## config.mk

```make
export PLATFORM = sky130hd
export DESIGN_NAME = pid_fifo
export DESIGN_NICKNAME = d
export VERILOG_FILES = /design/src/design/pid_fifo.sv
export SDC_FILE = /design/constraint.sdc
export NUM_CORES = 1
export LEC_CHECK = 0
export ABC_AREA = 0
export ABC_CLOCK_PERIOD_IN_PS = 2500
export BUFFER_PORTS_ARGS = -buffer_cell sky130_fd_sc_hd__buf_2
export CAP_MARGIN = 40
export CORE_AREA = 8 8 67 69
export DETAILED_ROUTE_END_ITERATION = 10
export DIE_AREA = 0 0 75 77
export PLACE_DENSITY = 0.75
export RECOVER_POWER = 50
export SKIP_CTS_REPAIR_TIMING = 1
export SLEW_MARGIN = 20
export SYNTH_ARGS = -nofsm -noshare
export SYNTH_HDL_FRONTEND = slang
export SYNTH_SLANG_ARGS = --single-unit
```

## constraint.sdc

```tcl
create_clock -name i_clk -period 2.5 [get_ports i_clk]
set_input_delay 0.5 -clock i_clk [delete_from_list [all_inputs] [get_ports i_clk]]
set_output_delay 0.5 -clock i_clk [all_outputs]
set_load 0.05 [all_outputs]
```

## src/design/pid_fifo.sv

```systemverilog
// ----------------------------------------------------------------------------
// PID request queue
// Small first-in first-out queue in flip-flops with full and empty flags.
// ----------------------------------------------------------------------------
module pid_fifo #(
    parameter int WIDTH = 8,
    parameter int DEPTH = 4
) (
    input  logic             i_clk,
    input  logic             i_rst_n,
    input  logic             i_push,
    input  logic [WIDTH-1:0] i_wdata,
    output logic             o_full,
    input  logic             i_pop,
    output logic [WIDTH-1:0] o_rdata,
    output logic             o_empty
);

    localparam int AW = (DEPTH > 1) ? $clog2(DEPTH) : 1;
    localparam int CW = $clog2(DEPTH + 1);

    logic [WIDTH-1:0] r_mem [DEPTH];
    logic [AW-1:0]    r_wptr;
    logic [AW-1:0]    r_rptr;
    logic [CW-1:0]    r_count;
    logic             push_ok;
    logic             pop_ok;

    assign o_full  = (r_count == CW'(DEPTH));
    assign o_empty = (r_count == '0);
    assign o_rdata = r_mem[r_rptr];
    assign push_ok = i_push && !o_full;
    assign pop_ok  = i_pop && !o_empty;

    // Storage; no reset needed on the payload.
    always_ff @(posedge i_clk) begin
        if (push_ok) begin
            r_mem[r_wptr] <= i_wdata;
        end
    end

    // Pointers and fill count.
    always_ff @(posedge i_clk) begin
        if (!i_rst_n) begin
            r_wptr  <= '0;
            r_rptr  <= '0;
            r_count <= '0;
        end else begin
            if (push_ok) begin
                r_wptr <= (r_wptr == AW'(DEPTH - 1)) ? '0 : r_wptr + 1'b1;
            end
            if (pop_ok) begin
                r_rptr <= (r_rptr == AW'(DEPTH - 1)) ? '0 : r_rptr + 1'b1;
            end
            if (push_ok && !pop_ok) begin
                r_count <= r_count + 1'b1;
            end else if (pop_ok && !push_ok) begin
                r_count <= r_count - 1'b1;
            end
        end
    end

endmodule

```

# ---- Word level (Yosys, flattened, before mapping)
# Memories as Yosys holds them, arrays and structs flattened. A register that Yosys moved wholly into a read port is not among the register bits.
# Cells that the tools add are included.
dict set report totals {
  ram_bits 32
  inputBits 12
  out_inout_bits 10
  ff_bits 7
  memories 1
  word_cells 29
}
dict set report op_classes {
  n_eq_ne 3
  reduce_logical 10
  muxes 8
  add_sub_neg 4
}
# memory depth word_bits rd rd_clocked_by_memory_dff write_ports line_no
set memory_table {}
lappend memory_table {r_mem 4 8 1 1 1 22} ;# logic [WIDTH-1:0] r_mem [DEPTH];
# operator n
set ops {}
lappend ops {{2-bit two-way mux} 4}
lappend ops {{3-bit two-way mux} 2}
lappend ops {{2-bit by 1-bit adder with 2-bit output (second input constant)} 2}
lappend ops {{2-bit equality test (second input constant)} 2}
lappend ops {{1-bit logical AND} 4}
lappend ops {{1-bit logical NOT} 4}
lappend ops {{3-bit by 1-bit adder with 3-bit output (second input constant)} 1}
lappend ops {{3-bit equality test (second input constant)} 1}
lappend ops {{3-bit logical NOT} 1}
lappend ops {{3-bit by 1-bit subtractor with 3-bit output (second input constant)} 1}
lappend ops {{1-bit two-way mux} 2}
lappend ops {{2-bit nonzero test} 1}

# ---- Logic depth before layout (Yosys ltp)
dict set report depth {
  ltp_word 7
  depth_mapped 9
  ltp_nobuf 8
}

# ---- Worst setup path before layout
# OpenSTA, ideal clock, no wires.
dict set report synth_timing {
  kind {flip-flop to flip-flop}
  from {register r_count[1]}
  to {register r_count[2]}
  slack_ns 0.165
  n_path_buf 1
  setup_ns 0.076
  required_time_ns 2.424
  t_arrival_ns 2.259
  stages_incl_launch_ff 10
  synth_period_minus_slack_ns 2.335
  path_cell_list {dfxtp_1 > nor3b_2 > nor2b_1 > buf_2 > ha_1 > inv_1 > fa_1 > xor2_1 > or3_1 > a21boi_0}
}
dict set report synth_via {
  elab_chain_cells 6
  elab_cells_between_ends 15
  classes_between {add/sub: 2; eq/ne: 1; mux: 2; reduce/logical: 10}
}
# item line_no
set synth_rtl {}
lappend synth_rtl {{start, declared} 25} ;# logic [CW-1:0] r_count;
lappend synth_rtl {{start signal, assigned} 56} ;# r_count <= r_count + 1'b1;
lappend synth_rtl {{start signal, assigned} 58} ;# r_count <= r_count - 1'b1;
lappend synth_rtl {{3-bit equality test (*)} 29} ;# assign o_full = (r_count == CW'(DEPTH));
lappend synth_rtl {{named net o_full} 13} ;# output logic o_full,
lappend synth_rtl {{1-bit logical NOT (*)} 32} ;# assign push_ok = i_push && !o_full;
lappend synth_rtl {{1-bit logical AND (*)} 32}
lappend synth_rtl {{named net push_ok} 26} ;# logic push_ok;
lappend synth_rtl {{1-bit logical NOT} 57} ;# end else if (pop_ok && !push_ok) begin
lappend synth_rtl {{1-bit logical AND} 57}
lappend synth_rtl {{2-bit nonzero test (no line)} --}
# The timed path passes the listed nets; every way through them passes the cells marked *. The select of a mux whose other input is x is not followed.
# A chain may end at the register's enable or synchronous reset.

# ---- Final worst setup path
dict set report layout_timing {
  from {register r_count[0]}
  to {register r_count[2]}
}
dict set report layout_via {
  elab_chain_cells 6
  elab_cells_between_ends 15
  classes_between {add/sub: 2; eq/ne: 1; mux: 2; reduce/logical: 10}
}
# item
set layout_rtl {}
lappend layout_rtl {{parallel branches: the longest is 6 deep, another holds 3-bit by 1-bit subtractor with 3-bit output}}
# Parallel ways; which one is timed is not known. The select of a mux whose other input is x is not followed.

==> reports/qor.yml <==
syn_avg_cell_area_um2: 17.5
p_per_area_nw_per_um2: 1080
cts_inserted_buffers: 5
yosysSeqAreaShare_pct: 70.0
tightest_slew_ns: 0.612
nets: 138
netlist_top_cells_area: "edfxtp_1 59%, dfxtp_1 11%, mux4_2 11%"
synth_compound_area_share_pct: 1.84
synth_fp_nets: 112
cp-end-kind: "flop"
area_growth_pct: 13.5
finalSetupViolations: 0
critPathRequiredTime_ns: 2.77
min_period_over_period_pct: 90.8
drv_cap: 0
crit_slowest_cell: "o31ai_1"
grt_pass1_wl_mm: 4.06
ys_seq_elements: 41
critPathTopFamily: "adder cells"
synthSimpleGateAreaFrac_pct: 6.60
via_count: 829
firstDrtPassIters: 4
yosysTopAreaCellShare_pct: 58.9
hold_path.class: "primary input to flop"
die_h_um: 77
synth-xor-area-share_pct: 1.07
drive_above_1_share_pct: 24.2
cp-start-kind: "flop"
gp_congestion: 0.652
drc: 0
dp_hpwl_mm: 1.78
ys_warn_count: 0
fillCellCount: 313
setup_tns_ns: 0
grt.total_usage_pct: 9.43
drt-wirelength-per-cell_um: 15.1
power_mw: 2.01
die_w_um: 75
crit_type: "flop to flop"
grt_pass1_vias: 873
rsz0062_at_grt: "false"
cts_max_level: 2
post_drt_via_cell_ratio: 4.93
cts_root_buffer: "clkbuf_4"
ctsLongestPathBuffers: 2
coreArea_um2: 3500
antenna_cells: 0
synth.area.mux_share_pct: 12.9
die_area_um2: 5780
rows: 22
antenna_found_initial: 0
drtAntennaViolNets: 0
gr-total-overflow: 0
skew_ns: 0.00905
drtIter0Drc: 39
slew_headroom_pct: 59.2
finalHoldViolations: 0
ir_drop_mv: 0.547
drt-total-wl_mm: 2.54
grt_max_degree: 14
path_buf_inv: 1
yosys.cell_types.count: 23
path_cells: "o31ai_1 -> ha_1 -> inv_1 -> fa_1 -> xor2_1 -> or3_1 -> a21boi_0"
netlist_area_um2: 1630
layout_commonest_cell: "edfxtp_1"
most-common-layout-cells: "32 x edfxtp_1, 13 x buf_2, 10 x clkbuf_1"
fin_crit_ns: 2.27
clock_latency_ns: 0.34
leakage_nw: 0.653
slowest_delay_ns: 0.48
pin_count: 22
synth_area_leader_cell: "edfxtp_1"
cts_tree: "done"
synth_top_family_by_area: "multiplexers"
clock-sinks: 41
cp_max_fo: 5
timing.final.max_slew_violations: 0
start_util_pct: 46.6
fmax_ghz: 0.441
netlist_instances: 93
synthAdderAreaFrac_pct: 5.83
numPortBuffers: 21
arrival_ns: 2.54
status: "completed"
clk_pin_slew_ns: 0.12
flip-flops by register name, indices dropped and copies added, names as in the netlist, named ones only:
register and flops:
r_rptr 2, r_mem 32, r_wptr 2, r_count 3
area by class of cell:
class	instances	area (um^2)	share of cell area, %
clock buffer	6	41.3	2.23
clock inverter	2	35.0	1.89
inverter	3	11.3	0.609
multi-input combinational	45	455	24.6
sequential	41	1140	61.7
tap	48	60.1	3.25
timing repair buffer	23	106	5.75
Yosys cell counts, drive strengths merged:
cell	count
fa	1
mux2i	3
nor3b	1
or3	1
clkbuf	1
nand3	2
o31ai	1
buf	3
nor3	1
a21boi	1
mux4	8
inv	3
dfxtp	9
ha	6
nand2	6
nor2	2
edfxtp	32
and2	5
o21ai	3
xor2	1
nor2b	2
xnor2	1
per-layer routing:
layer | routed length (um) | part of all wire [%] | GRT usage, %
met4 | 27 | 1.1 | 3.53
met1 | 992 | 39 | 9.42
met3 | 171 | 6.7 | 4.29
met2 | 1350 | 53 | 16.3
met5 | 0 | 0 | 0
metrics by stage:
step	worst slack, ns	hold WS, ns	instances	area, um^2	utilization [%]
2_1_floorplan	0.165	0.468	93	1630	-
3_3_place_gp	0.337	0.483	160	1790	51.3
3_5_place_dp	0.202	0.519	160	1790	51.3
4_1_cts	0.193	0.356	168	1870	53.5
5_1_grt	0.0239	0.397	168	1850	52.9
6_report	0.230	0.407	168	1850	52.9
worst paths after layout:
check / start / end / slack [ns] / cells after the start
worst min register to register: r_wptr[1] / r_wptr[1] / 0.52 / 2
worst max-delay path: r_count[0] / r_count[2] / 0.23 / 7
worst min-delay path: i_wdata[1] / r_mem[2][1] / 0.41 / 1
worst max register to register: r_count[0] / r_count[2] / 0.23 / 7
logic make-up (layout without fill, tap and decap cells):
kind of cell / count (synthesis) / in the layout
AOI/OAI and AO/OA: 5 / 5
xor gates and xnor gates: 2 / 2
adders and majority gates: 7 / 7
buffers and inverters: 7 / 34
DFF: 41 / 41
muxes: 11 / 11
and+or+nand+nor: 20 / 20
where the power goes:
part / switching (mW) / internal, mW / total [mW]
clock: 0.206 / 0.210 / 0.416
combinational: 0.456 / 0.235 / 0.691
sequential: 0.0611 / 0.838 / 0.899
Note: power is estimated with default switching activity, not from simulation.
