--- src/design/pid_pkg.sv ---
// ----------------------------------------------------------------------------
// PID step package
// Shared types and constants for the discrete PID step block.
// ----------------------------------------------------------------------------
package pid_pkg;

    // Field widths fixed by the item format.
    localparam int ERR_W   = 16;
    localparam int DIFF_W  = 17;
    localparam int SUM_W   = 32;
    localparam int GAIN_W  = 16;
    localparam int DRIVE_W = 32;
    localparam int TOTAL_W = 48;
    localparam int SQ_W    = 31;

    localparam logic [TOTAL_W-1:0] TOTAL_MAX = {TOTAL_W{1'b1}};

    // Item opcodes.
    typedef enum logic [1:0] {
        OP_SAMPLE  = 2'd0,
        OP_RESTART = 2'd1,
        OP_CLEAR   = 2'd2,
        OP_NONE    = 2'd3
    } t_opcode;

    // Configuration register indexes.
    typedef enum logic [1:0] {
        CFG_KP     = 2'd0,
        CFG_KD     = 2'd1,
        CFG_KI     = 2'd2,
        CFG_RECORD = 2'd3
    } t_cfg_reg;

    // Current gains and recording flag.
    typedef struct packed {
        logic signed [GAIN_W-1:0] kp;
        logic signed [GAIN_W-1:0] kd;
        logic signed [GAIN_W-1:0] ki;
        logic                     record;
    } t_cfg;

    // Classified work request handed from the front end to the back end.
    typedef struct packed {
        t_opcode                  op;
        logic signed [ERR_W-1:0]  err;
        logic signed [DIFF_W-1:0] diff;
        logic signed [SUM_W-1:0]  sum;
        logic                     int_hit;
    } t_work;

    // Finished result.
    typedef struct packed {
        logic signed [DRIVE_W-1:0] drive;
        logic [TOTAL_W-1:0]        total;
        logic                      saturated;
    } t_result;

endpackage

--- src/design/pid_back.sv ---
// ----------------------------------------------------------------------------
// PID back end
// Two-stage pipeline: gain products and square, then the term sum and the
// squared error total; the drive is negated and clamped on the way out.
// ----------------------------------------------------------------------------
module pid_back (
    input  logic                i_clk,
    input  logic                i_rst_n,
    input  pid_pkg::t_cfg       i_cfg,
    input  pid_pkg::t_work      i_work,
    input  logic                i_queue_empty,
    output logic                o_queue_pop,
    input  logic                i_out_full,
    output logic                o_out_push,
    output pid_pkg::t_result    o_result
);

    localparam int ACC_W = 49;
    localparam int NEG_W = ACC_W + 1;
    localparam logic signed [NEG_W-1:0] DRIVE_HI = 50'sd2147483647;
    localparam logic signed [NEG_W-1:0] DRIVE_LO = -50'sd2147483648;

    logic                                  advance;
    logic signed [2*pid_pkg::ERR_W-1:0]    sq_full;

    // Stage one registers.
    logic                                  r1_valid;
    pid_pkg::t_opcode                      r1_op;
    logic signed [31:0]                    r1_prop;
    logic signed [32:0]                    r1_deriv;
    logic signed [47:0]                    r1_integ;
    logic [pid_pkg::SQ_W-1:0]              r1_sq;
    logic                                  r1_int_hit;

    // Stage two registers.
    logic                                  r2_valid;
    pid_pkg::t_opcode                      r2_op;
    logic signed [ACC_W-1:0]               r2_acc;
    logic [pid_pkg::TOTAL_W-1:0]           r2_total;
    logic                                  r2_int_hit;
    logic [pid_pkg::TOTAL_W-1:0]           r_total;
    logic [pid_pkg::TOTAL_W-1:0]           n_total;
    logic [pid_pkg::TOTAL_W:0]             total_wide;
    logic signed [ACC_W-1:0]               acc;
    logic signed [NEG_W-1:0]               neg;

    // The whole pipeline moves whenever the result queue has room.
    assign advance     = !i_out_full;
    assign o_queue_pop = advance && !i_queue_empty;
    assign sq_full     = i_work.err * i_work.err;

    // Stage one: the three gain products and the square of the error.
    always_ff @(posedge i_clk) begin
        if (advance) begin
            r1_op      <= i_work.op;
            r1_prop    <= 32'(i_cfg.kp * i_work.err);
            r1_deriv   <= 33'(i_cfg.kd * i_work.diff);
            r1_integ   <= 48'(i_cfg.ki * i_work.sum);
            r1_sq      <= sq_full[pid_pkg::SQ_W-1:0];
            r1_int_hit <= i_work.int_hit;
        end
    end

    // Term sum and saturating squared error total.
    always_comb begin
        acc        = ACC_W'(r1_prop) + ACC_W'(r1_deriv) + ACC_W'(r1_integ);
        total_wide = {1'b0, r_total} + (pid_pkg::TOTAL_W + 1)'(r1_sq);
        n_total    = r_total;
        unique case (r1_op)
            pid_pkg::OP_SAMPLE: begin
                if (i_cfg.record) begin
                    n_total = total_wide[pid_pkg::TOTAL_W] ? pid_pkg::TOTAL_MAX
                                                           : total_wide[pid_pkg::TOTAL_W-1:0];
                end
            end
            pid_pkg::OP_RESTART: begin
                n_total = '0;
            end
            pid_pkg::OP_CLEAR, pid_pkg::OP_NONE: begin
            end
        endcase
    end

    // Stage two payload.
    always_ff @(posedge i_clk) begin
        if (advance) begin
            r2_op      <= r1_op;
            r2_acc     <= acc;
            r2_total   <= n_total;
            r2_int_hit <= r1_int_hit;
        end
    end

    // Valid bits and the running total.
    always_ff @(posedge i_clk) begin
        if (!i_rst_n) begin
            r1_valid <= 1'b0;
            r2_valid <= 1'b0;
            r_total  <= '0;
        end else if (advance) begin
            r1_valid <= o_queue_pop;
            r2_valid <= r1_valid;
            if (r1_valid) begin
                r_total <= n_total;
            end
        end
    end

    // Negate and clamp the drive; non-sample items show a zero drive and no saturation.
    always_comb begin
        neg                = -NEG_W'(r2_acc);
        o_out_push         = advance && r2_valid;
        o_result.total     = r2_total;
        o_result.drive     = '0;
        o_result.saturated = 1'b0;
        if (r2_op == pid_pkg::OP_SAMPLE) begin
            o_result.saturated = r2_int_hit;
            if (neg > DRIVE_HI) begin
                o_result.drive     = pid_pkg::DRIVE_W'(DRIVE_HI);
                o_result.saturated = 1'b1;
            end else if (neg < DRIVE_LO) begin
                o_result.drive     = pid_pkg::DRIVE_W'(DRIVE_LO);
                o_result.saturated = 1'b1;
            end else begin
                o_result.drive = neg[pid_pkg::DRIVE_W-1:0];
            end
        end
    end

endmodule

--- config.mk ---
export PLATFORM = sky130hd
export DESIGN_NAME = pid_back
export DESIGN_NICKNAME = d
export VERILOG_FILES = /design/src/design/pid_pkg.sv /design/src/design/pid_back.sv
export SDC_FILE = /design/constraint.sdc
export NUM_CORES = 2
export LEC_CHECK = 0
export ABC_AREA = 1
export BUFFER_PORTS_ARGS = -buffer_cell sky130_fd_sc_hd__buf_2
export CAP_MARGIN = 25
export CORE_MARGIN = 2
export CORE_UTILIZATION = 57
export CTS_CLUSTER_SIZE = 30
export DETAILED_ROUTE_END_ITERATION = 10
export PLACE_DENSITY = 0.77
export SLEW_MARGIN = 10
export SYNTH_ARGS = -nofsm -noshare
export SYNTH_HDL_FRONTEND = slang
export SYNTH_SLANG_ARGS = --single-unit
--- constraint.sdc ---
create_clock -name i_clk -period 6.75 [get_ports i_clk]
set_input_delay 0.3375 -clock i_clk [delete_from_list [all_inputs] [get_ports i_clk]]
set_output_delay 0.3375 -clock i_clk [all_outputs]
set_load 0.02 [all_outputs]
== Word-level counts from Yosys, hierarchy flattened ==
Index checks and enable logic that the tools add are counted.

* Bits in registers: 297
* Input bits: 121
* Output and inout port bits: 83
* Logic and storage cells: 41

* Add/subtract/negate cells: 4
* Multipliers: 4
* $lt $le $gt $ge: 2
* Eq/ne operators: 1
* Muxes and demuxes: 9
* Bitwise logic cells: 1
* Reductions and logical operators: 7

{| class="wikitable"
|+ Operators with widths
! kind !! count
|-
| 32-bit 2-to-1 mux || 3
|-
| 48-bit 2-to-1 mux || 2
|-
| 48-bit case mux with 2 select lines || 1
|-
| 50-bit by 32-bit > comparator with 1-bit output, second input constant || 1
|-
| 50-bit by 32-bit less-than comparator with 1-bit output, second input constant || 1
|-
| 49-bit negation with 50-bit output || 1
|-
| 34-bit by 48-bit adder with 49-bit output || 1
|-
| 48-bit by 31-bit adder with 49-bit output || 1
|-
| 16-bit by 32-bit multiplier with 48-bit output || 1
|-
| 32-bit by 33-bit adder with 34-bit output || 1
|-
| 16-bit by 17-bit multiplier with 33-bit output || 1
|-
| 16-bit by 16-bit multiplier with 32-bit output || 1
|-
| 16-bit by 16-bit multiplier with 31-bit output || 1
|-
| 2-bit logical NOT || 2
|-
| 1-bit 2-to-1 mux || 3
|-
| 2-bit by 1-bit equality test with 1-bit output, second input constant || 1
|-
| 1-bit logical AND || 2
|-
| 1-bit logical NOT || 2
|-
| 2-bit AND reduction || 1
|-
| 1-bit NOT || 1
|}

== Logic depth before layout (Yosys ltp) ==
* Word-level depth: 5
* Mapped depth: 28
* Mapped depth without buffers: 26

== Worst setup path after synthesis ==
OpenSTA, ideal clock, no wires.

* Kind: input port to flip-flop
* Start point: in i_out_full
* End point: reg r_total[31] (netlist bit)
* Library setup time: 109 ps
* Data arrival time: 6,450 ps
* Data required time: 6,641 ps
* Slack: 191 ps
* Stages on the path: 8
* Buffers on the path: 2
* Path through: inv_1 > nand2_1 > clkbuf_1 > inv_1 > clkbuf_1 > o211ai_1 > nand2_1 > inv_1

* Word-level cells in the longest chain between the ends: 2

{| class="wikitable"
|+ RTL lines
! item !! RTL line !! text
|-
| start, declared || pid_back.sv:13 || <nowiki>input logic i_out_full,</nowiki>
|-
| 1-bit NOT (no line) || -- ||
|-
| 2-bit AND reduction (no line) || -- ||
|-
| end signal, assigned || pid_back.sv:104 || <nowiki>r_total <= n_total;</nowiki>
|-
| end, declared || pid_back.sv:41 || <nowiki>logic [pid_pkg::TOTAL_W-1:0] r_total;</nowiki>
|}

Every way passes these cells.
A chain may end at the register's enable or synchronous reset.

== Worst setup path after layout ==
* Start point: in i_work[51] (netlist bit)
* End point: reg r1_sq[28] (netlist bit) (data pin)

* Word-level cells in the longest chain between the ends: 1

{| class="wikitable"
|+ RTL lines
! item !! RTL line !! text
|-
| start, declared || pid_back.sv:10 || <nowiki>input pid_pkg::t_work i_work,</nowiki>
|-
| 16-bit by 16-bit multiplier with 31-bit output || pid_back.sv:50 || <nowiki>assign sq_full = i_work.err * i_work.err;</nowiki>
|-
| named net sq_full, one bit || pid_back.sv:24 || <nowiki>logic signed [2*pid_pkg::ERR_W-1:0] sq_full;</nowiki>
|-
| end signal, assigned || pid_back.sv:59 || <nowiki>r1_sq <= sq_full[pid_pkg::SQ_W-1:0];</nowiki>
|-
| end, declared || pid_back.sv:32 || <nowiki>logic [pid_pkg::SQ_W-1:0] r1_sq;</nowiki>
|}

The timed path passes the listed nets, and every way through them passes these cells.

==> impl_metrics.yaml <==
timing:
  clock_skew_ns: 0.0286
  fin_crit_sh_pct: 90.1
  fin_tns_setup_ns: 0
  finalWorstSetupSlack_ns: 0.669
  tightestPinTransition_ns: 0.948
  period_needed_ns: 6.08
  max_freq_ghz: 0.164
  unrepaired_setup_endpoints_after_global_routing: "false"
  setup_viol_count_final: 0
  slew_headroom_pct: 36.8
  final-hold-violation-count: 0
  report.final.slew_viol_count: 0
logic_synthesis:
  synth.cells.most_frequent: "2,310 x sky130_fd_sc_hd__inv_1, 1,858 x sky130_fd_sc_hd__nand2_1, 1,307 x sky130_fd_sc_hd__fa_1"
  post_synth_top_area_cell: "sky130_fd_sc_hd__fa_1"
  synth.avg_cell_area_um2: 8.09
  synthesis.nets: 10100
  synth-seq-area-share_pct: 12.6
  synth_cell_types: 55
  synth_enable_flop_cells: 246
  netlist.area_leader.share_pct: 39.3
  synth_async_sr_flop_share_pct: 0
  synthFlopType: "sky130_fd_sc_hd__edfxtp_1"
  synth_top_cells_by_area: "sky130_fd_sc_hd__fa_1 39%, sky130_fd_sc_hd__inv_1 13%, sky130_fd_sc_hd__edfxtp_1 11%, sky130_fd_sc_hd__nand2_1 10%, sky130_fd_sc_hd__ha_1 8.3%"
  yosys.cell_count.top_type: "sky130_fd_sc_hd__inv_1"
  synth.yosys.warnings: 0
  postSynthCellCount: 8224
  synth_seq_cells: 296
  synth_area_mm2: 0.0665
global_route:
  antenna_found_initial: 7
  number_of_global_route_vias_before_repair: 55100
  wire_length_of_the_first_global_routing_pass_um: 282000
  grt_start_max_net_pins: 104
  globalRouteTotalUtil_pct: 29.2
  globalRouteOverflowTotal: 0
die:
  die_area_mm2: 0.119
  start_util_pct: 57.3
  io_pins: 204
  floorplan.die.height_um: 346
  floorplan.die.width_um: 346
  placement_rows: 125
  core-area_mm2: 0.116
worst_setup_path:
  origin_of_the_critical_flop_to_flop_path: "r1_prop[1]$_DFFE_PN_"
  startpoint_type: "input port"
  r2r_slack_ns: 2.83
  timing.setup.critical_path_class: "in2reg"
  cp_cell_instances: "buf_2 > nand2_1 > inv_1 > fa_1 > fa_1 > inv_1 > fa_1 > fa_1 > fa_1 > fa_1 > inv_1 > ha_1 > nand2_1 > nor3_1 > nand2_1 > o211ai_1 > nand3_1 > nand2_1 > a21oi_1 > xnor2_1"
  critical_path.max_fanout: 19
  cpMaxStageDelayCell: "sky130_fd_sc_hd__fa_1"
  cp-startpoint: "i_work[51]"
  slowest_delay_ns: 0.59
  cp.arrival_ns: 6.39
  path_delay_family: "adder cells"
  worst-r2r-cell-count: 14
  end_kind: "flip-flop"
  critical_path.n_buffers_inverters: 4
  required_ns: 7.06
  crit_top_cell: "sky130_fd_sc_hd__fa_1"
  reg2reg_to: "r2_acc[21]$_DFFE_PN_"
routing:
  route.vias.total: 52000
  post-route-drc-count: 0
  drtAntennaViolNets: 0
  drt_iter0_markers: 4283
  detail_route.first_pass.iterations: 6
  routed_wl_um: 169000
  via_per_instance_ratio: 5.31
  avgRoutedWirePerCell_um: 17.3
layout:
  area_growth_syn_to_layout_pct: 5.22
  post_layout_instance_area_mm2: 0.0700
  fin_nets: 10100
  post_route_cells_drive_above_1_share_pct: 4.87
  layoutNonFillerInstCount: 9809
clock_tree:
  clk_pin_slew_worst_paths_ns: 0.06
  post-cts-setup-buffer-count: 0
  clock_tree_from_tritoncts: "built"
  htree_levels: 1
  clock_latency_ns: 0.59
  ctsLongestPathBuffers: 3
  clock_sinks: 296
  total_of_cells_resized_after_clock_tree_synthesis: 0
  cts_root_buf: "sky130_fd_sc_hd__clkbuf_16"
  cts_buffer_count: 31
  ctsHoldBuffers: 3
run:
  drv_cap: 0
place:
  finalWeightedCongestion: 0.989
  io_buffer_count: 203
  place_ws_ns: 0.124
  dp_hpwl_um: 143000
  place_inst: 9741
  postPlaceCellArea_mm2: 0.0689
min_path:
  min_delay_worst_endpoint: "r2_valid$_SDFFE_PN0N_"
  timing.hold.worst.start: "i_out_full"
  min_delay_path_depth: 3
  hold_path.class: "in2reg"
status:
  status: "finished, final reports clean"
==> metal layers <==
metal / GRT usage [%] / routed length, um
met1: 41.3 / 72800
met2: 48.8 / 80500
met3: 2.92 / 12000
met4: 6.59 / 4070
met5: 0 / 0
==> worst min-delay path, stage by stage <==
cell	delay, ns
sky130_fd_sc_hd__buf_2	0.15
sky130_fd_sc_hd__nand2_1	0.07
sky130_fd_sc_hd__a21oi_1	0.06
==> how the worst max path moves through the flow <==
| stage | to | cells past startpoint |
|---|---|---|
| after global routing | r1_sq[28]$_DFFE_PN_ | 20 |
| after global placement | r1_sq[28]$_DFFE_PN_ | 20 |
| after CTS | r1_sq[28]$_DFFE_PN_ | 20 |
| final | r1_sq[28]$_DFFE_PN_ | 20 |
| after detailed placement | r1_sq[28]$_DFFE_PN_ | 20 |
| after floorplan | r_total[31]$_SDFFE_PN0P_ | 8 |
==> through the flow <==
step | hold slack, ns | util [%]
final | 0.0889 | 60.3
after global routing | 0.0821 | 60.3
after CTS | 0.0577 | 60.3
after detailed placement | 0.407 | 59.4
after global placement | 0.405 | 59.3
after floorplan | 0.400 | -
==> logic make-up (layout without fill, tap and decap cells) <==
group / count (synthesis) / after routing / share of synthesized area (%)
flops: 296 / 296 / 12.6
buf+inv: 2589 / 2643 / 14.7
compound gates: 713 / 713 / 5.92
xor+xnor: 262 / 262 / 3.46
other cells: 0 / 7 / 0
fa+ha+maj: 1749 / 1749 / 47.6
simple gates: 2615 / 2615 / 15.7
==> sequential cells by signal (all words and copies together), names as in the netlist <==
register    count
r2_op           2
r1_valid        1
r1_integ       48
r1_op           2
r2_int_hit      1
r1_prop        32
r1_sq          30
r2_valid        1
r2_acc         49
r2_total       48
r1_deriv       33
r1_int_hit      1
r_total        48
==> cell type report <==
type | instances | area, um^2
fillers | 10200 | 46100
repair buffers | 273 | 1590
clock inverters | 18 | 181
well taps | 1524 | 1910
inverters | 2313 | 8690
clock buffers | 39 | 846
flip-flops and latches | 296 | 8390
diodes | 7 | 17.5
multi-input cells | 5339 | 48400
==> placed cells by master, fill, tap and decap left out, types with 5 or more instances in the layout <==
cell                        count
sky130_fd_sc_hd__o21bai_1      23
sky130_fd_sc_hd__edfxtp_1     246
sky130_fd_sc_hd__nand3_1      175
sky130_fd_sc_hd__a21oi_1      349
sky130_fd_sc_hd__o21ai_0      211
sky130_fd_sc_hd__and3_1         5
sky130_fd_sc_hd__o21a_1        17
sky130_fd_sc_hd__dfxtp_1       50
sky130_fd_sc_hd__or2_2         25
sky130_fd_sc_hd__nor2_2        11
sky130_fd_sc_hd__nand3b_1      10
sky130_fd_sc_hd__fa_1        1307
sky130_fd_sc_hd__a21boi_0       7
sky130_fd_sc_hd__buf_4         65
sky130_fd_sc_hd__nor3_1        33
sky130_fd_sc_hd__xnor2_1      110
sky130_fd_sc_hd__ha_1         442
sky130_fd_sc_hd__clkbuf_16     31
sky130_fd_sc_hd__nand4_1       26
sky130_fd_sc_hd__nor2_1       433
sky130_fd_sc_hd__nand2_2        8
sky130_fd_sc_hd__buf_2        203
sky130_fd_sc_hd__diode_2        7
sky130_fd_sc_hd__a31oi_1       29
sky130_fd_sc_hd__o21ai_1       10
sky130_fd_sc_hd__inv_6          7
sky130_fd_sc_hd__inv_1       2309
sky130_fd_sc_hd__o21ai_2       20
sky130_fd_sc_hd__nor2_4         5
sky130_fd_sc_hd__nand2_1     1857
sky130_fd_sc_hd__o211ai_1      11
sky130_fd_sc_hd__nor4_1        18
sky130_fd_sc_hd__a21o_1        19
sky130_fd_sc_hd__xor2_1       151
Power is not shown: default switching activity piles up to over one toggle a cycle in this logic, so the estimate is an artifact.
