$ cat src/design/pid_pkg.sv
// ----------------------------------------------------------------------------
// PID step package
// Shared types and constants for the discrete PID step block.
// ----------------------------------------------------------------------------
package pid_pkg;

    // Field widths fixed by the item format.
    localparam int ERR_W   = 16;
    localparam int DIFF_W  = 17;
    localparam int SUM_W   = 32;
    localparam int GAIN_W  = 16;
    localparam int DRIVE_W = 32;
    localparam int TOTAL_W = 48;
    localparam int SQ_W    = 31;

    localparam logic [TOTAL_W-1:0] TOTAL_MAX = {TOTAL_W{1'b1}};

    // Item opcodes.
    typedef enum logic [1:0] {
        OP_SAMPLE  = 2'd0,
        OP_RESTART = 2'd1,
        OP_CLEAR   = 2'd2,
        OP_NONE    = 2'd3
    } t_opcode;

    // Configuration register indexes.
    typedef enum logic [1:0] {
        CFG_KP     = 2'd0,
        CFG_KD     = 2'd1,
        CFG_KI     = 2'd2,
        CFG_RECORD = 2'd3
    } t_cfg_reg;

    // Current gains and recording flag.
    typedef struct packed {
        logic signed [GAIN_W-1:0] kp;
        logic signed [GAIN_W-1:0] kd;
        logic signed [GAIN_W-1:0] ki;
        logic                     record;
    } t_cfg;

    // Classified work request handed from the front end to the back end.
    typedef struct packed {
        t_opcode                  op;
        logic signed [ERR_W-1:0]  err;
        logic signed [DIFF_W-1:0] diff;
        logic signed [SUM_W-1:0]  sum;
        logic                     int_hit;
    } t_work;

    // Finished result.
    typedef struct packed {
        logic signed [DRIVE_W-1:0] drive;
        logic [TOTAL_W-1:0]        total;
        logic                      saturated;
    } t_result;

endpackage

$ cat src/design/pid_front.sv
// ----------------------------------------------------------------------------
// PID front end
// Accepts items, keeps the previous error and the integral sum, and hands
// a classified work request to the back end.
// ----------------------------------------------------------------------------
module pid_front (
    input  logic                              i_clk,
    input  logic                              i_rst_n,
    input  logic                              i_push,
    input  logic [1:0]                        i_opcode,
    input  logic signed [pid_pkg::ERR_W-1:0]  i_error_sample,
    input  logic                              i_queue_full,
    output logic                              o_queue_push,
    output pid_pkg::t_work                    o_work
);

    localparam logic signed [pid_pkg::SUM_W:0] SUM_HI = 33'sd2147483647;
    localparam logic signed [pid_pkg::SUM_W:0] SUM_LO = -33'sd2147483648;

    logic signed [pid_pkg::ERR_W-1:0]  r_prev;
    logic signed [pid_pkg::SUM_W-1:0]  r_sum;
    logic signed [pid_pkg::ERR_W-1:0]  n_prev;
    logic signed [pid_pkg::SUM_W-1:0]  n_sum;
    logic signed [pid_pkg::SUM_W:0]    sum_wide;
    logic signed [pid_pkg::SUM_W-1:0]  sum_sat;
    logic                              sum_hit;
    pid_pkg::t_opcode                  op;
    logic                              accept;

    assign op     = pid_pkg::t_opcode'(i_opcode);
    assign accept = i_push && !i_queue_full;

    // Saturating integral update with the new error.
    always_comb begin
        sum_wide = (pid_pkg::SUM_W + 1)'(r_sum) + (pid_pkg::SUM_W + 1)'(i_error_sample);
        sum_hit  = 1'b0;
        if (sum_wide > SUM_HI) begin
            sum_sat = pid_pkg::SUM_W'(SUM_HI);
            sum_hit = 1'b1;
        end else if (sum_wide < SUM_LO) begin
            sum_sat = pid_pkg::SUM_W'(SUM_LO);
            sum_hit = 1'b1;
        end else begin
            sum_sat = sum_wide[pid_pkg::SUM_W-1:0];
        end
    end

    // Next state by opcode.
    always_comb begin
        n_prev = r_prev;
        n_sum  = r_sum;
        unique case (op)
            pid_pkg::OP_SAMPLE: begin
                n_prev = i_error_sample;
                n_sum  = sum_sat;
            end
            pid_pkg::OP_RESTART: begin
                n_prev = i_error_sample;
                n_sum  = '0;
            end
            pid_pkg::OP_CLEAR: begin
                n_sum = '0;
            end
            pid_pkg::OP_NONE: begin
            end
        endcase
    end

    // Work request for the back end.
    always_comb begin
        o_queue_push   = accept;
        o_work.op      = op;
        o_work.err     = i_error_sample;
        o_work.diff    = pid_pkg::DIFF_W'(i_error_sample) - pid_pkg::DIFF_W'(r_prev);
        o_work.sum     = n_sum;
        o_work.int_hit = (op == pid_pkg::OP_SAMPLE) && sum_hit;
    end

    always_ff @(posedge i_clk) begin
        if (!i_rst_n) begin
            r_prev <= '0;
            r_sum  <= '0;
        end else if (accept) begin
            r_prev <= n_prev;
            r_sum  <= n_sum;
        end
    end

endmodule

$ cat config.mk
export PLATFORM = sky130hd
export DESIGN_NAME = pid_front
export DESIGN_NICKNAME = d
export VERILOG_FILES = /design/src/design/pid_pkg.sv /design/src/design/pid_front.sv
export SDC_FILE = /design/constraint.sdc
export NUM_CORES = 1
export LEC_CHECK = 0
export ABC_AREA = 1
export BUFFER_PORTS_ARGS = -buffer_cell sky130_fd_sc_hd__buf_2
export CELL_PAD_IN_SITES_DETAIL_PLACEMENT = 0
export CELL_PAD_IN_SITES_GLOBAL_PLACEMENT = 1
export CORE_MARGIN = 4
export CORE_UTILIZATION = 37
export CTS_CLUSTER_DIAMETER = 100
export CTS_CLUSTER_SIZE = 28
export DETAILED_ROUTE_END_ITERATION = 10
export GPL_TIMING_DRIVEN = 0
export PLACE_DENSITY_LB_ADDON = 0.12
export SLEW_MARGIN = 20
export SYNTH_ARGS = -nofsm -noshare
export SYNTH_HDL_FRONTEND = slang
export SYNTH_SLANG_ARGS = --single-unit
$ cat constraint.sdc
create_clock -name i_clk -period 2.63 [get_ports i_clk]
set_input_delay 0.263 -clock i_clk [delete_from_list [all_inputs] [get_ports i_clk]]
set_output_delay 0.263 -clock i_clk [all_outputs]
set_load 0.005 [all_outputs]
**After elaboration in Yosys (flattened, before gate mapping)**

Index checks and enable logic that the tools add are counted.

- Word-level logic and storage cells: 20
- Input bits: 22
- Bits in registers: 48
- Output and inout bits: 69

- Equality and inequality tests: 2
- Mux-type cells: 5
- Add/subtract/negate cells: 2
- Reduce and logical (&&, ||, !) cells: 7
- $lt $le $gt $ge: 2

Operators with widths:

| operator | number |
|---|---|
| $mux 32 | 2 |
| $pmux 32 s2 | 1 |
| $add 32x16->33 | 1 |
| $gt 33x32->1 const B | 1 |
| $lt 33x32->1 const B | 1 |
| $sub 16x16->17 | 1 |
| $reduce_or 2->1 | 2 |
| $eq 2x1->1 const B | 1 |
| $eq 2x2->1 const B | 1 |
| $logic_and 1x1->1 | 2 |
| $logic_not 2->1 | 1 |
| $mux 1 | 2 |
| $reduce_and 2->1 | 1 |
| $logic_not 1->1 | 1 |

**Logic depth before layout (Yosys ltp)**

Gate-level depths: netlist of the first run.

- Depth in word-level cells: 5
- Depth in mapped cells: 26

**Least setup slack after synthesis of the first run**

No wires, ideal clock.

- Path kind: register -> output
- Start: register r_sum[0] (netlist bit)
- End: output o_work[24] (netlist bit)
- Required time: 2.367 ns
- Path buffers: 1
- Stages on the path, launching flop included: 24
- Setup slack: -0.057 ns
- Arrival time: 2.424 ns
- Cells stage by stage: dfxtp_1 ha_1 inv_1 fa_1 inv_1 nand3_1 nand2_2 nand2_1 nand2_2 nand2_2 nand2_1 nand2_1 nand3_2 nand2_1 nor2_2 nand3_1 nor2_2 nand2_1 nand2_1 nand2_2 buf_6 nand2_2 nand2_2 nand2_1

RTL lines:

| item | line | source |
|---|---|---|
| start, declared | pid_front.sv:21 | `logic signed [pid_pkg::SUM_W-1:0] r_sum;` |
| start signal, assigned | pid_front.sv:85 | `r_sum <= n_sum;` |
| end, declared | pid_front.sv:14 | `output pid_pkg::t_work o_work` |

==> summary.txt, run 1 <==
Routing
  – Drc violations: 0
  – Drt pass-1 iters: 6
  – Routed wire length: 20.68 mm
  – DR iter-0 viols: 300
  – Final ANT Viol Nets: 0
  – DR vias/cell: 4.667
  – Detailed-route via count: 6916
  – Average wire per standard cell: 13.95 um

Worst setup path
  – Crit-path most repeated cell: nand2_4
  – R2R Setup Slk: -530 ps
  – CP Data Arrival Time: 3130 ps
  – Crit Path Category: flip-flop to output pin
  – Startpoint type of the worst setup path: flip-flop
  – Crit path launch: r_sum[0]
  – Slowest stage cell, crit path: dfxtp_4
  – CP Data Required Time: 2370 ps
  – Type of element capturing the critical path: output pin
  – Cell Chain, Critical Path: ha_4 -> inv_2 -> fa_2 -> inv_2 -> nand3_2 -> nand2_4 -> nand2_4 -> nand2_4 -> nand2_4 -> nand3b_1 -> nand2_1 -> nor2_2 -> nand2_1 -> nor2_1 -> nand3_1 -> nor2_2 -> nand2_1 -> nand2_2 -> nand2_4 -> bufbuf_16 -> nand2_2 -> nand2_2 -> nand2_1 -> buf_2
  – Crit-path max FO: 5
  – Delay of the slowest cell on the worst path: 360 ps
  – FF-to-FF Start: r_sum[0]

Global route
  – Grt ovf: 0
  – Number of global-route vias before repair: 6771
  – Antenna violations before repair: 0
  – All-layer global routing usage: 20.94%
  – Largest net degree at the start of global routing: 21
  – First-pass GRT wire length: 33.47 mm

Synth
  – Post-synth top area cell: nand2_1
  – Mapped Avg Cell Area: 5.871 um2
  – Post-synth top area share: 19.95%
  – EDFF count, synth: 0
  – Unique masters post-synth: 40
  – Register area share after synthesis: 14.76%
  – Synth async-reset ratio: 0%
  – Mapped cell area: 6511 um2
  – Most frequent cell after synthesis: nand2_1
  – Top_reg_cell synth: dfxtp_1
  – Synth Net Count: 1181
  – Synth cell count leaders: nand2_1 (346), inv_1 (173), nor2_1 (112), nand2_2 (74), nand3_1 (58)
  – Cells after Synth: 1109
  – Register bit total from synthesis: 48
  – Synth top area cells: nand2_1 (20%), dfxtp_1 (15%), inv_1 (10%)
  – Synth Warn #: 0

Clock network
  – CTS clk-pin slew, worst paths: 70 ps
  – CTS max path bufs: 2
  – H-tree depth: 2
  – Clock Sinks: 48
  – Total CTS buffers: 5
  – Worst skew pair latency: 310 ps
  – Clock root buffer master: clkbuf_16
  – TritonCTS clock tree: yes

STA
  – Slew @ Worst Pin: 569.6 ps
  – Max Clk Rate: 294.4 MHz
  – Tmin final: 3397 ps
  – Relative slew margins: 61.99%
  – Tcrit/Tclk final: 129.2%
  – Final Worst Setup Slack: -767.0 ps
  – Slew Viols, Final: 0
  – Final hold violations: 0
  – Worst Skew: 12.94 ps
  – Count of final setup violators: 63
  – Unrepaired setup endpoints after global routing: true

Die
  – Die H: 140.7 um
  – # IOs: 91
  – Core Area: 17300 um2
  – Die ar.: 19780 um2
  – Starting Density: 37.64%
  – Die extent in x: 140.7 um
  – Core Rows: 48

Placed design
  – IO buf count: 90
  – Post-DP Area: 7259 um2
  – HPWL after DPL: 16.60 mm
  – Inst Count DP: 1424
  – Global placer's final weighted congestion: 0.8874

Layout
  – Share of layout cells above drive strength 1: 35.64%
  – N_diodes: 0
  – Finished Layout Cells: 1482
  – Final #Nets: 1328
  – Layout area overhead: 33.59%
  – Post-route cell area: 8698 um2

Hold path
  – Hold path start: i_rst_n
  – Min-delay worst type: input port to flip-flop

Power and ir drop
  – LEAKAGE: 4.764 nW
  – P per Cell Area: 412.6 nW/um2
  – Max IR drop VDD: 0.0002617 V

Outcome
  – Outcome: finished with violations
  – Failing checks: negative setup slack

Flow run
  – Max_cap viols: 0
cell type report:
cell class              count  area (um2)
plain buffers              44       396.6
clock buffers               5       125.1
clock inverters             3       42.54
fillers                  1878        8598
inverters                 181       681.9
multi-input cells         836        5230
flip-flops and latches     48       979.7
well taps                 225       281.5
repair buffers            140       960.9
per-stage QoR:
stage | worst slack [ps] | hold slack (ps) | TNS, ps | util [%] | total power [mW]
floorplan | 4.266 | 401.4 | 0 | - | 1.929
global placement | -981.7 | 442.1 | -56450 | 41.97 | 2.372
detailed placement | -982.6 | 440.6 | -56630 | 41.97 | 2.374
CTS | -839.3 | 258.8 | -37820 | 47.53 | 3.494
global route | -990.2 | 268.8 | -47210 | 50.29 | 3.869
finish | -767.0 | 258.2 | -33260 | 50.29 | 3.589
metal layers:
layer | global-route usage (%) | vias up | wire length, um
li1 | - | 3727 | -
met1 | 25.17 | 3073 | 8967
met2 | 39.44 | 100 | 10510
met3 | 2.408 | 16 | 858
met4 | 5.201 | 0 | 346
met5 | 0 | - | 0
state kept, by name (all words and copies together) (netlist names):
name,flops
r_sum,32
r_prev,16
where the power goes:
| group | internal [mW] | switching [mW] |
|---|---|---|
| combinational | 0.867 | 1.14 |
| clock | 0.448 | 0.327 |
| sequential | 0.774 | 0.0335 |
worst max-delay path, delay by kind of cell, from the launching register on:
| kind | cells | cell delay [ps] |
|---|---|---|
| adders and majority gates | 2 | 480 |
| and+or+nand+nor | 18 | 1460 |
| buffers and inverters | 4 | 530 |
| DFF | 1 | 360 |
kinds of logic (layout without fill, tap and decap cells):
| logic type | count (synthesis) | count (layout) | synth area share [%] |
|---|---|---|---|
| AND/OR/NAND/NOR | 673 | 673 | 48.83 |
| buffers and inverters | 225 | 373 | 16.16 |
| AO/OA/AOI/OAI | 95 | 95 | 7.994 |
| adder cells (fa/ha/maj) | 50 | 50 | 9.839 |
| flip-flops | 48 | 48 | 14.76 |
| XOR/XNOR | 18 | 18 | 2.421 |
repair_timing:
action                     CTS  global route
hold buffers                 0             0
cloned                       3             0
hold endpoints to repair     0             0
setup buffers               45             8
resized for setup          109           106
setup endpoints to repair   71            69
pin swaps                   23            23
cells in the final DEF, fill, tap and decap left out, drive strengths merged, types with 7 or more instances in the layout:
| cell | n |
|---|---|
| a21oi | 57 |
| dfxtp | 48 |
| clkbuf | 19 |
| nand4 | 11 |
| nand3 | 95 |
| nand2 | 421 |
| buf | 165 |
| o21bai | 7 |
| nor2 | 120 |
| nand3b | 11 |
| inv | 180 |
| ha | 48 |
| o21ai | 23 |
| xor2 | 14 |
| nor3 | 9 |
path summary, 6_finish.rpt:
check | end | depth (start not counted)
min reg2reg | r_prev[13] | 2
max reg2reg | r_sum[24] | 29
max | o_work[6] | 24
min | r_prev[2] | 3
No activity file was read; power rests on OpenSTA's default activity.
==> run 2: changes to the inputs <==
--- a/config.mk
+++ b/config.mk
@@ -9,6 +9,7 @@
 export BUFFER_PORTS_ARGS = -buffer_cell sky130_fd_sc_hd__buf_2
 export CELL_PAD_IN_SITES_DETAIL_PLACEMENT = 0
 export CELL_PAD_IN_SITES_GLOBAL_PLACEMENT = 1
+export CORE_ASPECT_RATIO = 2
 export CORE_MARGIN = 4
 export CORE_UTILIZATION = 37
 export CTS_CLUSTER_DIAMETER = 100
==> run 2 against run 1 <==
The run still ends with negative setup slack left. Total power is 1.4% higher. Largest cell class unchanged. Setup slack got worse by 100 ps. Die area grew 0.65%. Sequential share of layout area barely moved. Fmax is 2.9% lower. Register-to-register slack gained 100 ps. Non-clock buffer count is 13 lower. Worst hold slack got worse by 14 ps. First-iteration DRC count fell by 6.0%. Clock-buffer cell count rose by 1. Flip-flop and latch count unchanged. Clock skew decreased by 2.6 ps.
==> summary.txt, run 2 (synthesized netlist as in run 1, its figures left out) <==
Power and ir drop
  – Sw Share: 42.61% (+0.83 points)
  – Max IR drop VDD: 0.0002854 V (+9.1%)
  – Switching component of the power: 1.551 mW (+3.5%)
  – Pint: 2.089 mW (about the same)
  – Final Power: 3.640 mW (+1.4%)
  – Gate power share: 55.4% (-0.5 points)
  – Power share of the clock group: 22.3% (+0.7 points)
  – LEAKAGE: 4.745 nW (-0.41%)
  – Sequential share of power: 22.3% (-0.2 points)
  – P per Cell Area: 418.7 nW/um2 (+1.5%)

Outcome
  – Failing checks: negative setup slack
  – Outcome: finished with violations

STA
  – Unrepaired setup endpoints after global routing: true
  – Max Clk Rate: 285.7 MHz (-2.9%)
  – Relative slew margins: 53.73% (-8.3 points)
  – Tcrit/Tclk final: 133.1% (+3.9 points)
  – Tmin final: 3500 ps (+103.1 ps)
  – Slew @ Worst Pin: 693.3 ps (+123.7 ps)
  – Final setup TNS: -37080 ps (-3814 ps)
  – Final hold violations: 0 (unchanged)
  – Worst Skew: 10.33 ps (-2.617 ps)
  – Count of final setup violators: 64 (+1.6%)
  – Slew Viols, Final: 0 (unchanged)
  – Hold slack final: 243.9 ps (-14.30 ps)
  – Final Worst Setup Slack: -870.1 ps (-103.1 ps)

Routing
  – Final ANT Viol Nets: 0 (unchanged)
  – Drt pass-1 iters: 5 (-1)
  – Routed wire length: 23.28 mm (+13%)
  – DR vias/cell: 4.884 (+4.7%)
  – Detailed-route via count: 7102 (+2.7%)
  – Average wire per standard cell: 16.01 um (+15%)
  – DR iter-0 viols: 282 (-6.0%)
  – Drc violations: 0 (unchanged)

Global route
  – Antenna violations before repair: 0 (unchanged)
  – Number of global-route vias before repair: 7193 (+6.2%)
  – First-pass GRT wire length: 36.39 mm (+8.7%)
  – Grt ovf: 0 (unchanged)
  – Largest net degree at the start of global routing: 21 (unchanged)
  – All-layer global routing usage: 23.82% (+2.9 points)

Clock network
  – Cts hold-fix bufs: 0 (unchanged)
  – CTS clk-pin slew, worst paths: 70 ps (about the same)
  – CTS max path bufs: 2 (unchanged)
  – Clock root buffer master: clkbuf_16
  – H-tree depth: 2 (unchanged)
  – Total CTS buffers: 5 (unchanged)
  – TritonCTS clock tree: yes
  – Worst skew pair latency: 310 ps (about the same)
  – Clock Sinks: 48 (unchanged)

Die
  – # IOs: 91 (unchanged)
  – Die ar.: 19910 um2 (+0.65%)
  – Core Area: 17270 um2 (-0.14%)
  – Starting Density: 37.70% (+0.055 points)
  – Die extent in x: 101.8 um (-28%)
  – Die H: 195.6 um (+39%)
  – Core Rows: 68 (+42%)

Layout
  – Most common cell after layout, fill and taps aside: nand2_1
  – Most frequent cells in the layout: nand2_1 (312), inv_1 (165), nor2_1 (103)
  – Top reg by flops: r_sum
  – Fillers: 1913 (+1.9%)
  – Final #Nets: 1315 (-0.98%)
  – Layout area overhead: 33.53% (about the same)
  – N_diodes: 0 (unchanged)
  – Finished Layout Cells: 1454 (-1.9%)
  – Reg area: 975.9 um2 (-0.38%)
  – Share of layout cells above drive strength 1: 36.17% (+0.53 points)
  – Top Registers: r_sum (32), r_prev (16)
  – Footprint of the multi-input gates: 5388 um2 (+3.0%)
  – Largest register FFs: 32 (unchanged)

Hold path
  – Min-delay worst type: input port to flip-flop
  – Hold path depth: 3 (unchanged)

Placed design
  – Inst Count DP: 1409 (-1.1%)
  – IO buf count: 90 (unchanged)
  – Global placer's final weighted congestion: 0.9575 (+7.9%)
  – HPWL after DPL: 19.20 mm (+16%)

Worst setup path
  – Type of element capturing the critical path: output pin
  – Worst-case reg-to-reg path depth: 25 (-14%)
  – Crit Path Category: flip-flop to output pin
  – CP Data Arrival Time: 3240 ps (+110 ps)
  – CP Data Required Time: 2370 ps (about the same)
  – Crit-path max FO: 10 (+5)
  – Startpoint type of the worst setup path: flip-flop

Flow run
  – Max_cap viols: 0 (unchanged)
-- run 2: cell count changes in the layout (fill, tap and decap cells not counted), moves of 5 or more --
cell,change
a21oi_2,+5
nand2_2,+6
ha_4,+8
a21oi_1,-6
nand2_1,-6
buf_6,-5
nand3_2,+5
buf_4,-5
-- run 2: power by group through the flow --
stage / clock network, mW / registers [mW] / logic [mW]
floorplan: 0 / 0.811 / 1.12
global placement: 0 / 0.819 / 1.60
detailed placement: 0 / 0.820 / 1.60
CTS: 0.831 / 0.807 / 1.92
global route: 0.850 / 0.817 / 2.23
finish: 0.813 / 0.812 / 2.01
-- run 2: stage by stage --
stage               area, um2  utilization [%]  setup slack (ps)
detailed placement       7241            41.92             -1184
floorplan                6528                -             4.266
global route             8695            50.34            -998.9
global placement         7241            41.92             -1187
finish                   8695            50.34            -870.1
CTS                      8264            47.85            -836.7
-- run 2: timing repair --
item	CTS	global route
pin swaps	23	32
endpoints found under the setup margin	71	69
buffers inserted	29	14
gates resized for setup	140	93
cloned	1	0
-- run 2: final cells by class --
cell class                 instances  share of cell area [%]
multi-input combinational        836                   61.97
sequential                        48                   11.22
timing repair buffer             127                   9.311
inverter                         181                   7.814
buffer                            44                   4.619
tap                              210                   3.022
clock buffer                       6                   1.597
clock inverter                     2                  0.4461
-- run 2: metal layers --
layer | up-vias | track usage (%) | share of wire, %
met1 | 3241 | 21.46 | 33
met3 | 39 | 1.895 | 2.3
met4 | 0 | 11.98 | 4.8
met5 | - | 0 | 0
li1 | 3701 | - | -
met2 | 121 | 49.37 | 60
-- run 2: path summary, 6_finish.rpt --
kind	startpoint	end	slack (ps)
worst max-delay path	r_sum[0]	o_work[28]	-870
worst min-delay path	i_rst_n	r_prev[2]	240
worst max register to register	r_sum[0]	r_sum[9]	-430
worst min register to register	r_prev[7]	r_prev[7]	460
-- run 2: worst max-delay path: stages (launching register included) --
cell and delay [ps]:
dfxtp_2 350, ha_4 130, inv_2 30, fa_2 330, inv_2 100, nand3_2 100, nand2_4 110, nand3_1 120
nand4_1 130, nand2_1 90, nor2_1 90, nand2_1 80, nor2_2 170, nand3_1 120, nor2_2 160, nand2_1 80
nand2_2 80, nand2_4 70, buf_12 140, buf_12 140, nand2_2 60, nand2_2 60, nand2_1 70, buf_2 110
==> run 3: changes to the inputs <==
--- a/config.mk
+++ b/config.mk
@@ -7,11 +7,9 @@
 export LEC_CHECK = 0
 export ABC_AREA = 1
 export BUFFER_PORTS_ARGS = -buffer_cell sky130_fd_sc_hd__buf_2
-export CELL_PAD_IN_SITES_DETAIL_PLACEMENT = 0
-export CELL_PAD_IN_SITES_GLOBAL_PLACEMENT = 1
 export CORE_ASPECT_RATIO = 2
 export CORE_MARGIN = 4
-export CORE_UTILIZATION = 37
+export CORE_UTILIZATION = 40
 export CTS_CLUSTER_DIAMETER = 100
 export CTS_CLUSTER_SIZE = 28
 export DETAILED_ROUTE_END_ITERATION = 10
==> run 3 against run 2 <==
The run still ends with negative setup slack left. Combinational power increased by 6%. First-iteration DRC count decreased by 34%. Global-route usage increased by 0.53 points. Total power increased by 0.34%. Flip-flop and latch count unchanged. Final cell count decreased by 0.21%. Via count increased by 2.5%. Setup slack improved by 27 ps. Sequential power about the same. Wire length decreased by 0.64%. Largest power group unchanged.
==> summary.txt, run 3 (synthesized netlist as in run 1, its figures left out) <==
Routing
  – Final ANT Viol Nets: 0 (unchanged)
  – DR iter-0 viols: 186 (-34%)
  – Routed wire length: 23.13 mm (-0.64%)
  – Drt pass-1 iters: 5 (unchanged)
  – DR vias/cell: 5.014 (+2.7%)
  – Detailed-route via count: 7276 (+2.5%)
  – Drc violations: 0 (unchanged)
  – Average wire per standard cell: 15.94 um (-0.43%)

Worst setup path
  – Stages on the worst setup path: 22 (-4.3%)
  – Delay of the slowest cell on the worst path: 350 ps (about the same)
  – CP Data Arrival Time: 3210 ps (-30 ps)
  – Cell Chain, Critical Path: ha_4 -> inv_2 -> fa_2 -> inv_2 -> nand3_2 -> nand2_2 -> nand3_1 -> nand3_2 -> nand2_1 -> nand3b_1 -> nand2_2 -> nor2_2 -> nand3_1 -> nor2_1 -> nand2_1 -> nand2_2 -> nand2_8 -> clkbuf_16 -> nand2_4 -> nand2_4 -> nand2_2 -> buf_2
  – Type of element capturing the critical path: output pin
  – Buf/Inv on CP: 4 (-1)
  – Crit-path max FO: 8 (-2)
  – R2R Setup Slk: -410 ps (+20 ps)
  – Critical path's top delay family: simple AND/OR/NAND/NOR gates
  – CP Data Required Time: 2370 ps (about the same)
  – Worst-case reg-to-reg path depth: 24 (-4.0%)
  – Slowest stage cell, crit path: dfxtp_2
  – Startpoint type of the worst setup path: flip-flop
  – RR Endpoint: r_sum[5]
  – Crit-path most repeated cell: nand2_2
  – Crit Path Category: flip-flop to output pin
  – Crit path launch: r_sum[0]
  – FF-to-FF Start: r_sum[0]
  – Critical Path End: o_work[19]

Outcome
  – Failing checks: negative setup slack
  – Outcome: finished with violations

Layout
  – Most common cell after layout, fill and taps aside: nand2_1
  – Share of layout cells above drive strength 1: 36.88% (+0.71 points)
  – Fillers: 1697 (-11%)
  – Top Registers: r_sum (32), r_prev (16)
  – Reg area: 977.2 um2 (+0.13%)
  – Final #Nets: 1321 (+0.46%)
  – N_diodes: 0 (unchanged)
  – Top reg by flops: r_sum
  – Layout area overhead: 35.66%
  – Post-route cell area: 8833 um2 (+1.6%)
  – Largest register FFs: 32 (unchanged)
  – Footprint of the multi-input gates: 5454 um2 (+1.2%)
  – Most frequent cells in the layout: nand2_1 (301), inv_1 (164), nor2_1 (105)

Global route
  – Largest net degree at the start of global routing: 21 (unchanged)
  – First-pass GRT wire length: 35.74 mm (-1.8%)
  – Antenna violations before repair: 0 (unchanged)
  – All-layer global routing usage: 24.36% (+0.53 points)
  – Number of global-route vias before repair: 7175 (-0.25%)
  – Grt ovf: 0 (unchanged)

Die
  – # IOs: 91 (unchanged)
  – Core Area: 15860 um2 (-8.2%)
  – Die extent in x: 98.22 um (-3.5%)
  – Core Rows: 65 (-4.4%)
  – Starting Density: 41.06% (+3.4 points)
  – Die ar.: 18510 um2 (-7.1%)
  – Die H: 188.4 um (-3.7%)

STA
  – Final hold violations: 0 (unchanged)
  – Final Worst Setup Slack: -843.1 ps (+27.00 ps)
  – Relative slew margins: 51.35% (-2.4 points)
  – Count of final setup violators: 64 (unchanged)
  – Slew @ Worst Pin: 729.0 ps (+35.75 ps)
  – Unrepaired setup endpoints after global routing: true
  – Slew Viols, Final: 0 (unchanged)
  – Tcrit/Tclk final: 132.1% (-1.0 points)
  – Max Clk Rate: 287.9 MHz (+0.78%)
  – Worst Skew: 9.672 ps (-0.6551 ps)
  – Tmin final: 3473 ps (-27.00 ps)

Placed design
  – HPWL after DPL: 18.59 mm (-3.2%)
  – Global placer's final weighted congestion: 0.9689 (+1.2%)
  – Post-DP Area: 7229 um2 (-0.16%)
  – IO buf count: 90 (unchanged)
  – Dpl ws: -1118 ps (+66.32 ps)

Power and ir drop
  – LEAKAGE: 4.793 nW (+1.0%)
  – P per Cell Area: 413.5 nW/um2 (-1.2%)
  – Pint: 2.048 mW (-2.0%)
  – Sequential share of power: 22.3% (about the same)
  – Switching component of the power: 1.604 mW (+3.4%)
  – Power share of the clock group: 19.6% (-2.7 points)
  – Max IR drop VDD: 0.0002960 V (+3.7%)
  – Gate power share: 58.2% (+2.8 points)
  – Sw Share: 43.93% (+1.3 points)

Hold path
  – Min-delay worst type: input port to flip-flop
  – Hold path start: i_rst_n

Clock network
  – H-tree depth: 2 (unchanged)
  – Clock Sinks: 48 (unchanged)
  – CTS clk-pin slew, worst paths: 70 ps (about the same)
  – Total CTS buffers: 5 (unchanged)
  – Cts hold-fix bufs: 0 (unchanged)
  – Clock root buffer master: clkbuf_16
  – CTS max path bufs: 2 (unchanged)
  – Worst skew pair latency: 310 ps (about the same)
  – TritonCTS clock tree: yes

Flow run
  – Max_cap viols: 0 (unchanged)
[run 3: cell types whose count changed in the layout (fill, tap and decap cells not counted), moves of 3 or more]
cell / before / now
a21oi_1: 32 / 36
buf_6: 17 / 24
ha_2: 7 / 4
nand2_1: 312 / 301
nand2_4: 32 / 44
[run 3: final cells by class]
type,count,share of cell area (%)
multi-input combinational,836,61.74
clock buffer,6,1.572
timing repair buffer,133,10.37
sequential,48,11.06
inverter,181,7.691
tap,201,2.847
clock inverter,2,0.1700
buffer,44,4.547
[run 3: metal layers]
layer | up-vias | GRT usage (%) | part of all wire [%]
met2 | 145 | 51.50 | 58
met4 | 0 | 11.73 | 5.7
met5 | - | 0 | 0
met1 | 3364 | 22.16 | 33
li1 | 3707 | - | -
met3 | 60 | 1.853 | 2.5
[run 3: power by group through the flow]
stage	Clock, mW	Combinational [mW]	Sequential, mW
after floorplan	0	1.12	0.811
after global placement	0	1.58	0.819
after detailed placement	0	1.59	0.820
after CTS	0.732	1.94	0.810
after global routing	0.749	2.32	0.818
final	0.714	2.13	0.813
[run 3: worst min-delay path, cell delays in order]
cell     delay, ps
buf_2          150
o21ai_0         80
a21oi_1         40
[run 3: stage by stage]
| stage | power [mW] | hold WS [ps] | TNS [ps] | instances | util [%] |
|---|---|---|---|---|---|
| global route | 3.891 | 271.6 | -48690 | 1451 | 55.70 |
| floorplan | 1.929 | 401.4 | 0 | 1109 | - |
| finish | 3.653 | 256.2 | -35140 | 1451 | 55.70 |
| detailed placement | 2.414 | 448.4 | -64320 | 1400 | 45.59 |
| global placement | 2.403 | 441.0 | -63700 | 1400 | 45.59 |
| CTS | 3.480 | 249.3 | -31370 | 1439 | 52.73 |
[run 3: timing repair]
| item | 4_1_cts | 5_1_grt |
|---|---|---|
| endpoints found under the setup margin | 71 | 70 |
| setup buffers | 33 | 14 |
| gates resized for setup | 170 | 83 |
| gates cloned | 1 | 2 |
| pin swaps | 27 | 32 |
[run 3: how the worst min path moves through the flow]
stage,endpoint,slack (ps),depth (start not counted)
CTS,r_prev[2],250,3
detailed placement,r_prev[2],450,2
floorplan,r_prev[0],400,2
global placement,r_prev[2],440,2
global route,r_prev[3],270,3
finish,r_prev[2],260,3
